--- config.mk ---
export PLATFORM = sky130hd
export DESIGN_NAME = sensor_frame_trimmed_mean_core
export DESIGN_NICKNAME = d
export VERILOG_FILES = /design/src/rtl/core/sftm_pkg.sv /design/src/rtl/core/sftm_parser.sv /design/src/rtl/core/sftm_divider.sv /design/src/rtl/core/sensor_frame_trimmed_mean_core.sv
export SDC_FILE = /design/constraint.sdc
export NUM_CORES = 1
export LEC_CHECK = 0
export BUFFER_PORTS_ARGS = -buffer_cell sky130_fd_sc_hd__buf_2
export CAP_MARGIN = 20
export CORE_MARGIN = 4
export CORE_UTILIZATION = 60
export DETAILED_ROUTE_END_ITERATION = 8
export GPL_TIMING_DRIVEN = 0
export PLACE_DENSITY_LB_ADDON = 0.15
export SLEW_MARGIN = 20
export SYNTH_ARGS = -nofsm -noshare
export SYNTH_HDL_FRONTEND = slang
export SYNTH_SLANG_ARGS = --single-unit
--- constraint.sdc ---
create_clock -name clk -period 8 [get_ports clk]
set_input_delay 2.4 -clock clk [delete_from_list [all_inputs] [get_ports clk]]
set_output_delay 2.4 -clock clk [all_outputs]
set_load 0.005 [all_outputs]
--- src/rtl/core/sftm_pkg.sv ---
// shared constants for the sensor frame trimmed mean core
// no dependencies; imported by every module in rtl/core
package sftm_pkg;

  localparam int BYTE_W          = 8;
  localparam int VALUE_W         = 16;
  localparam int SAMPLES_DEFAULT = 5;

  localparam logic [BYTE_W-1:0]  HDR_BYTE          = 8'h53;
  localparam logic [BYTE_W-1:0]  TRL_BYTE          = 8'h59;
  localparam logic [VALUE_W-1:0] ZERO_OFFSET_RESET = 16'd100;

endpackage

--- src/rtl/core/sftm_parser.sv ---
// frame parser and running sum, minimum and maximum of good frame values
// depends on sftm_pkg
module sftm_parser
  import sftm_pkg::*;
#(
  parameter int SAMPLES = SAMPLES_DEFAULT,
  parameter int SUM_W   = $clog2(SAMPLES * 65535 + 1)
) (
  input  logic               clk,
  input  logic               rst,
  input  logic               byte_valid,
  output logic               byte_ready,
  input  logic [BYTE_W-1:0]  byte_data,
  input  logic [VALUE_W-1:0] zero_offset,
  output logic               trim_valid,
  input  logic               trim_ready,
  output logic [SUM_W-1:0]   trim_sum
);

  localparam int CNT_W = $clog2(SAMPLES);

  typedef enum logic [1:0] {
    PH_HUNT  = 2'd0,
    PH_DATA  = 2'd1,
    PH_TRAIL = 2'd2
  } phase_t;

  phase_t             phase;
  logic [1:0]         byte_index;
  logic [BYTE_W-1:0]  low_data;
  logic [BYTE_W-1:0]  high_data;
  logic [CNT_W-1:0]   sample_count;
  logic [SUM_W-1:0]   running_sum;
  logic [VALUE_W-1:0] running_min;
  logic [VALUE_W-1:0] running_max;

  logic               take;
  logic               emit;
  logic [VALUE_W-1:0] raw;
  logic [VALUE_W-1:0] val;
  logic [SUM_W-1:0]   sum_next;
  logic [VALUE_W-1:0] min_next;
  logic [VALUE_W-1:0] max_next;
  logic [SUM_W-1:0]   trim_calc;
  logic               last_sample;

  assign byte_ready = !trim_valid || trim_ready;
  assign take       = byte_valid && byte_ready;
  assign emit       = take && (phase == PH_TRAIL) && (byte_data == TRL_BYTE) && last_sample;

  always_comb begin
    raw         = {high_data, low_data};
    val         = (raw > zero_offset) ? (raw - zero_offset) : '0;
    sum_next    = running_sum + SUM_W'(val);
    min_next    = (val < running_min) ? val : running_min;
    max_next    = (val > running_max) ? val : running_max;
    trim_calc   = sum_next - SUM_W'(min_next) - SUM_W'(max_next);
    last_sample = (sample_count == CNT_W'(SAMPLES - 1));
  end

  always_ff @(posedge clk) begin
    if (rst) begin
      phase        <= PH_HUNT;
      byte_index   <= '0;
      low_data     <= '0;
      high_data    <= '0;
      sample_count <= '0;
      running_sum  <= '0;
      running_min  <= '1;
      running_max  <= '0;
      trim_valid   <= 1'b0;
    end else begin
      if (emit) begin
        trim_valid <= 1'b1;
      end else if (trim_ready) begin
        trim_valid <= 1'b0;
      end
      if (take) begin
        case (phase)
          PH_DATA: begin
            case (byte_index)
              2'd0: begin
                low_data   <= byte_data;
                byte_index <= 2'd1;
              end
              2'd1: begin
                high_data  <= byte_data;
                byte_index <= 2'd2;
              end
              default: begin
                byte_index <= '0;
                phase      <= (byte_data == (low_data ^ high_data)) ? PH_TRAIL : PH_HUNT;
              end
            endcase
          end
          PH_TRAIL: begin
            phase      <= PH_HUNT;
            byte_index <= '0;
            if (byte_data == TRL_BYTE) begin
              if (last_sample) begin
                trim_sum     <= trim_calc;
                sample_count <= '0;
                running_sum  <= '0;
                running_min  <= '1;
                running_max  <= '0;
              end else begin
                sample_count <= sample_count + 1'b1;
                running_sum  <= sum_next;
                running_min  <= min_next;
                running_max  <= max_next;
              end
            end
          end
          default: begin
            phase      <= (byte_data == HDR_BYTE) ? PH_DATA : PH_HUNT;
            byte_index <= '0;
          end
        endcase
      end
    end
  end

endmodule

--- src/rtl/core/sftm_divider.sv ---
// divide the trimmed sum by SAMPLES-2 through a reciprocal multiply
// depends on sftm_pkg; product register then output register
module sftm_divider
  import sftm_pkg::*;
#(
  parameter int SAMPLES = SAMPLES_DEFAULT,
  parameter int SUM_W   = $clog2(SAMPLES * 65535 + 1)
) (
  input  logic               clk,
  input  logic               rst,
  input  logic               trim_valid,
  output logic               trim_ready,
  input  logic [SUM_W-1:0]   trim_sum,
  output logic               mean_valid,
  input  logic               mean_ready,
  output logic [VALUE_W-1:0] mean
);

  localparam int              DIVISOR = SAMPLES - 2;
  localparam int              SHIFT   = SUM_W + $clog2(DIVISOR);
  localparam longint unsigned MULT    = ((64'd1 << SHIFT) + DIVISOR - 1) / DIVISOR;
  localparam int              MULT_W  = SUM_W + 2;
  localparam int              PROD_W  = SUM_W + MULT_W;

  localparam logic [MULT_W-1:0] MULT_C = MULT_W'(MULT);

  logic              prod_valid;
  logic [PROD_W-1:0] prod;
  logic              out_free;
  logic              prod_free;
  logic [PROD_W-1:0] quot;

  assign out_free   = !mean_valid || mean_ready;
  assign prod_free  = !prod_valid || out_free;
  assign trim_ready = prod_free;
  assign quot       = prod >> SHIFT;

  always_ff @(posedge clk) begin
    if (rst) begin
      prod_valid <= 1'b0;
      mean_valid <= 1'b0;
    end else begin
      if (prod_free) begin
        prod_valid <= trim_valid;
        if (trim_valid) begin
          prod <= PROD_W'(trim_sum) * PROD_W'(MULT_C);
        end
      end
      if (out_free) begin
        mean_valid <= prod_valid;
        if (prod_valid) begin
          mean <= quot[VALUE_W-1:0];
        end
      end
    end
  end

endmodule

--- src/rtl/core/sensor_frame_trimmed_mean_core.sv ---
// top level of the sensor frame trimmed mean core
// depends on sftm_pkg, sftm_parser and sftm_divider
//
// usage:
//   s_axis carries received serial bytes from the force sensor, one byte per
//   word. frames are 0x53, low, high, low^high, 0x59; a bad check or trailer
//   drops the frame and parsing resumes with a header hunt.
//   each good frame value (high:low minus zero_offset, floored at zero) is
//   accumulated; every SAMPLES good frames one word leaves on m_axis: the
//   sum less min and max, divided by SAMPLES-2, truncated.
//   cfg writes zero_offset (reset 100); write it only while idle.
// throughput: one byte per cycle while no trimmed sum is held up (see stall),
//   set by the combined parse and accumulate update.
// path: after the edge that accepts the trailer byte, a result passes the
//   trimmed sum register, multiply register and output register to m_axis.
// reset: parser hunts for a header, accumulation empty, no output pending.
// stall: up to three results queue behind a stalled m_axis; once the third
//   waits in the trimmed sum register, s_axis_tready drops until it moves on.
module sensor_frame_trimmed_mean_core
  import sftm_pkg::*;
#(
  parameter int SAMPLES = SAMPLES_DEFAULT
) (
  input  logic               clk,
  input  logic               rst,
  input  logic               s_axis_tvalid,
  output logic               s_axis_tready,
  input  logic [7:0]         s_axis_tdata,   // [7:0] rx_byte
  output logic               m_axis_tvalid,
  input  logic               m_axis_tready,
  output logic [15:0]        m_axis_tdata,   // [15:0] force_mean
  input  logic               cfg_valid,
  output logic               cfg_ready,
  input  logic [VALUE_W-1:0] cfg_data
);

  localparam int SUM_W = $clog2(SAMPLES * 65535 + 1);

  logic [VALUE_W-1:0] zero_offset;
  logic               trim_valid;
  logic               trim_ready;
  logic [SUM_W-1:0]   trim_sum;

  assign cfg_ready = 1'b1;

  always_ff @(posedge clk) begin
    if (rst) begin
      zero_offset <= ZERO_OFFSET_RESET;
    end else if (cfg_valid && cfg_ready) begin
      zero_offset <= cfg_data;
    end
  end

  sftm_parser #(
    .SAMPLES (SAMPLES),
    .SUM_W   (SUM_W)
  ) u_parser (
    .clk         (clk),
    .rst         (rst),
    .byte_valid  (s_axis_tvalid),
    .byte_ready  (s_axis_tready),
    .byte_data   (s_axis_tdata),
    .zero_offset (zero_offset),
    .trim_valid  (trim_valid),
    .trim_ready  (trim_ready),
    .trim_sum    (trim_sum)
  );

  sftm_divider #(
    .SAMPLES (SAMPLES),
    .SUM_W   (SUM_W)
  ) u_divider (
    .clk        (clk),
    .rst        (rst),
    .trim_valid (trim_valid),
    .trim_ready (trim_ready),
    .trim_sum   (trim_sum),
    .mean_valid (m_axis_tvalid),
    .mean_ready (m_axis_tready),
    .mean       (m_axis_tdata)
  );

  // input only backs up behind a waiting trimmed sum
  assert property (@(posedge clk) disable iff (rst)
    !s_axis_tready |-> trim_valid)
    else $error("input stalled with no trimmed sum pending");

  // a new trimmed sum only follows an accepted byte
  assert property (@(posedge clk) disable iff (rst)
    $rose(trim_valid) |-> $past(s_axis_tvalid && s_axis_tready))
    else $error("trimmed sum appeared without an accepted byte");

  // trimmed sum never exceeds the largest sum of SAMPLES-2 values
  assert property (@(posedge clk) disable iff (rst)
    trim_valid |-> (trim_sum <= SUM_W'((SAMPLES - 2) * 65535)))
    else $error("trimmed sum out of range");

  // zero_offset is never changed without a config write
  assert property (@(posedge clk) disable iff (rst)
    !$past(cfg_valid) && !$past(rst) |-> $stable(zero_offset))
    else $error("zero_offset changed without a write");

endmodule
==> results.sh <==
export IMPL_synth_edf_count=51
export IMPL_hpwl_um=25780
export IMPL_die_y_um=159.6
export IMPL_critPathArrivalTime_ns=7.80
export IMPL_slowest_stage="a2111oi_4"
export IMPL_start_util_pct=60.92
export IMPL_syn_area_mm2=0.01379
export IMPL_seq_area_frac_synth_pct=24.60
export IMPL_grtUsageMet2_pct=44.37
export IMPL_max_freq_ghz=0.1310
export IMPL_firstDrtPassIters=7
export IMPL_cts_buffers=17
export IMPL_p_leak_nw=7.183
export IMPL_timing_slew_headroom_pct=32.25
export IMPL_hold_viol=0
export IMPL_grt_antenna_before_repair=0
export IMPL_layoutNonFillerInstCount=1786
export IMPL_drtIter0Drc=513
export IMPL_ir_drop_uv=112.3
export IMPL_vias=10180
export IMPL_synth_area_leaders="ha_1 19%, fa_1 17%, dfxtp_1 13%"
export IMPL_max_stage_delay_ns=0.44
export IMPL_place_ws_ns=-0.03592
export IMPL_synth_nets=1776
export IMPL_crit_required_ns=8.16
export IMPL_syn_area_per_cell_um2=9.720
export IMPL_grt_overflow=0
export IMPL_fp_dieW_um=159.6
export IMPL_grt_use_met3_pct=2.761
export IMPL_root_buffer="clkbuf_16"
export IMPL_ys_ff_latch=144
export IMPL_clk_pin_slew_ns=0.07
export IMPL_insertion_delay_ns=0.43
export IMPL_cts_max_level=4
export IMPL_setup_ws_ns=0.3638
export IMPL_core_area_mm2=0.02264
export IMPL_cap_violations=0
export IMPL_clockBufferDepth=2
export IMPL_power_density_mw_per_mm2=108.6
export IMPL_layout_worst_path_cycle_share_pct=95.45
export IMPL_port_buffers=45
export IMPL_diodes=0
export IMPL_critPathMaxFanout=9
export IMPL_cts_tree="yes"
export IMPL_hold_class="reg -> reg"
export IMPL_grt_max_degree=20
export IMPL_drt_wirelength_per_cell_um=17.61
export IMPL_cp_end_kind="flip-flop"
export IMPL_grt_pass1_vias=10370
export IMPL_netlist_cell_type_count=69
export IMPL_async_flop_share_pct=0
export IMPL_grt_pass1_wl_um=51900
export IMPL_gp_congestion=0.9227
export IMPL_drv_slew=0
export IMPL_num_rows=55
export IMPL_status="finished, final reports clean"
export IMPL_crit_type="reg -> reg"
export IMPL_clock_sinks=144
export IMPL_ant_nets=0
export IMPL_synth_cells=1419
export IMPL_via_per_inst=5.702
export IMPL_grt_busiest_layer="met2"
export IMPL_min_period_ns=7.636
export IMPL_whs_ns=0.4224
export IMPL_cp_start_kind="flip-flop"
export IMPL_worst_slew_pin_transition_ns=1.012
export IMPL_num_io_pins=48
export IMPL_placed_cell_area_mm2=0.01440
export IMPL_netlist_area_leader_share_pct=18.87
export IMPL_syn2layout_area_growth_pct=9.697
export IMPL_yosys_area_top_type="ha_1"
export IMPL_fin_worst_skew_ns=0.01321
export IMPL_fin_area_mm2=0.01513
export IMPL_final_nets=1846
export IMPL_ys_warn_count=0
export IMPL_dp_cells=1751
export IMPL_drive_gt1_share_pct=9.194
export IMPL_synth_main_ff_cell="dfxtp_1"
export IMPL_use_met1_pct=32.59
export IMPL_wirelength_um=31450
export IMPL_rsz0062_at_grt="no"
export IMPL_setup_viol=0
export IMPL_dieArea_mm2=0.02548
export IMPL_drc_errors=0
export IMPL_track_usage_pct=25.09
export IMPL_hold_depth=0
export IMPL_ff2ff_path_depth=30
==> what timing repair did <==
action                                 in CTS  in global routing
pin swaps                                   0                  3
setup endpoints to repair                   2                  8
gates resized for setup                     1                 32
hold buffers                                0                  0
endpoints found under the hold margin       0                  0
buffers inserted                            0                  4
==> path summary, 6_finish.rpt <==
path,endpoint,slack [ns],start
setup / recovery,u_parser.trim_sum[18]$_DFFE_PP_,0.36,u_parser.low_data[0]$_SDFFE_PP0P_
hold / removal,u_divider.mean[7]$_DFFE_PP_,0.42,u_divider.prod[28]$_DFFE_PP_
setup reg to reg,u_parser.trim_sum[18]$_DFFE_PP_,0.36,u_parser.low_data[0]$_SDFFE_PP0P_
hold reg to reg,u_divider.mean[7]$_DFFE_PP_,0.42,u_divider.prod[28]$_DFFE_PP_
==> synthesized netlist by cell type (33+ instances only) <==
master,instances
dfxtp_1,93
a21o_1,33
edfxtp_1,51
fa_1,120
xnor2_1,56
ha_1,208
inv_1,223
nor2_1,105
a21oi_1,79
nand2_1,65
mux2i_1,42
==> final cells by class <==
| type | instances | area [um2] |
|---|---|---|
| fillers | 1797 | 7510 |
| clock buffers | 20 | 479.2 |
| multi-input cells | 1022 | 9543 |
| inverters | 224 | 840.8 |
| repair buffers | 51 | 270.3 |
| flip-flops and latches | 144 | 3393 |
| well taps | 285 | 356.6 |
| plain buffers | 29 | 153.9 |
| clock inverters | 11 | 93.84 |
==> state kept, by name, indices dropped and copies added, names as in the netlist, 3 cells and up <==
register and cells:
u_parser.running_sum 19, u_parser.trim_sum 19, u_divider.mean 16, u_divider.prod 16
u_parser.running_max 16, u_parser.running_min 16, zero_offset 16, u_parser.high_data 8
u_parser.low_data 8, u_parser.sample_count 3
==> power breakdown <==
| part | internal (mW) | total [mW] | switching (mW) |
|---|---|---|---|
| Clock | 0.441 | 0.792 | 0.351 |
| Combinational | 0.0350 | 0.0901 | 0.0551 |
| Sequential | 0.758 | 0.760 | 0.00216 |
==> kinds of logic (layout without fill, tap and decap cells) <==
kind of cell	Yosys count	after routing	synth area share (%)
multiplexers	46	46	3.374
other	1	1	0.02719
AND/OR/NAND/NOR	309	309	10.61
AO/OA/AOI/OAI	263	263	13.29
flip-flops	144	144	24.60
adder cells (fa/ha/maj)	328	328	36.28
XOR/XNOR	75	75	4.762
buffers and inverters	253	335	7.048
==> stage by stage <==
stage / utilization, % / TNS [ns] / total power, mW
finish: 66.83 / 0 / 1.643
global route: 66.83 / 0 / 1.691
CTS: 66.16 / 0 / 1.645
detailed placement: 63.61 / -0.03592 / 0.8633
global placement: 63.49 / 0 / 0.8616
floorplan: - / 0 / 0.8350
==> routing by layer <==
layer  share of wire, %  vias up
met1                 44     4910
met3                3.7       45
met4                2.5        0
met5                  0        -
met2                 50      228
li1                   -     5001
==> worst max-delay path: cells and delay by family, from the launching register on <==
family                     cells  cell delay, ns
AOI/OAI and AO/OA             13            3.27
xor gates and xnor gates       2            0.39
buffers and inverters          3            0.41
DFF                            1            0.31
adders and majority gates      5            1.70
and+or+nand+nor                6            1.05
muxes                          1            0.22
==> placed cells by master (no fill, tap or decap), drive strengths merged, types with 5 or more instances in the layout <==
cell     count
fa         120
a21oi       80
a21o        33
nor3        32
a2111oi      5
nand3       31
nand2b       6
and2         7
and3        10
dfxtp       93
buf         63
o211ai      24
xnor2       56
mux2i       42
edfxtp      51
or3          8
a211oi      10
inv        230
nand2       67
a22oi       24
xor2        19
o21a        15
nor2       106
a31oi        6
nor2b       16
o21ai       33
nand4        8
clkbuf      37
ha         208
nand3b       5
Note: power is estimated with default switching activity, not from simulation.
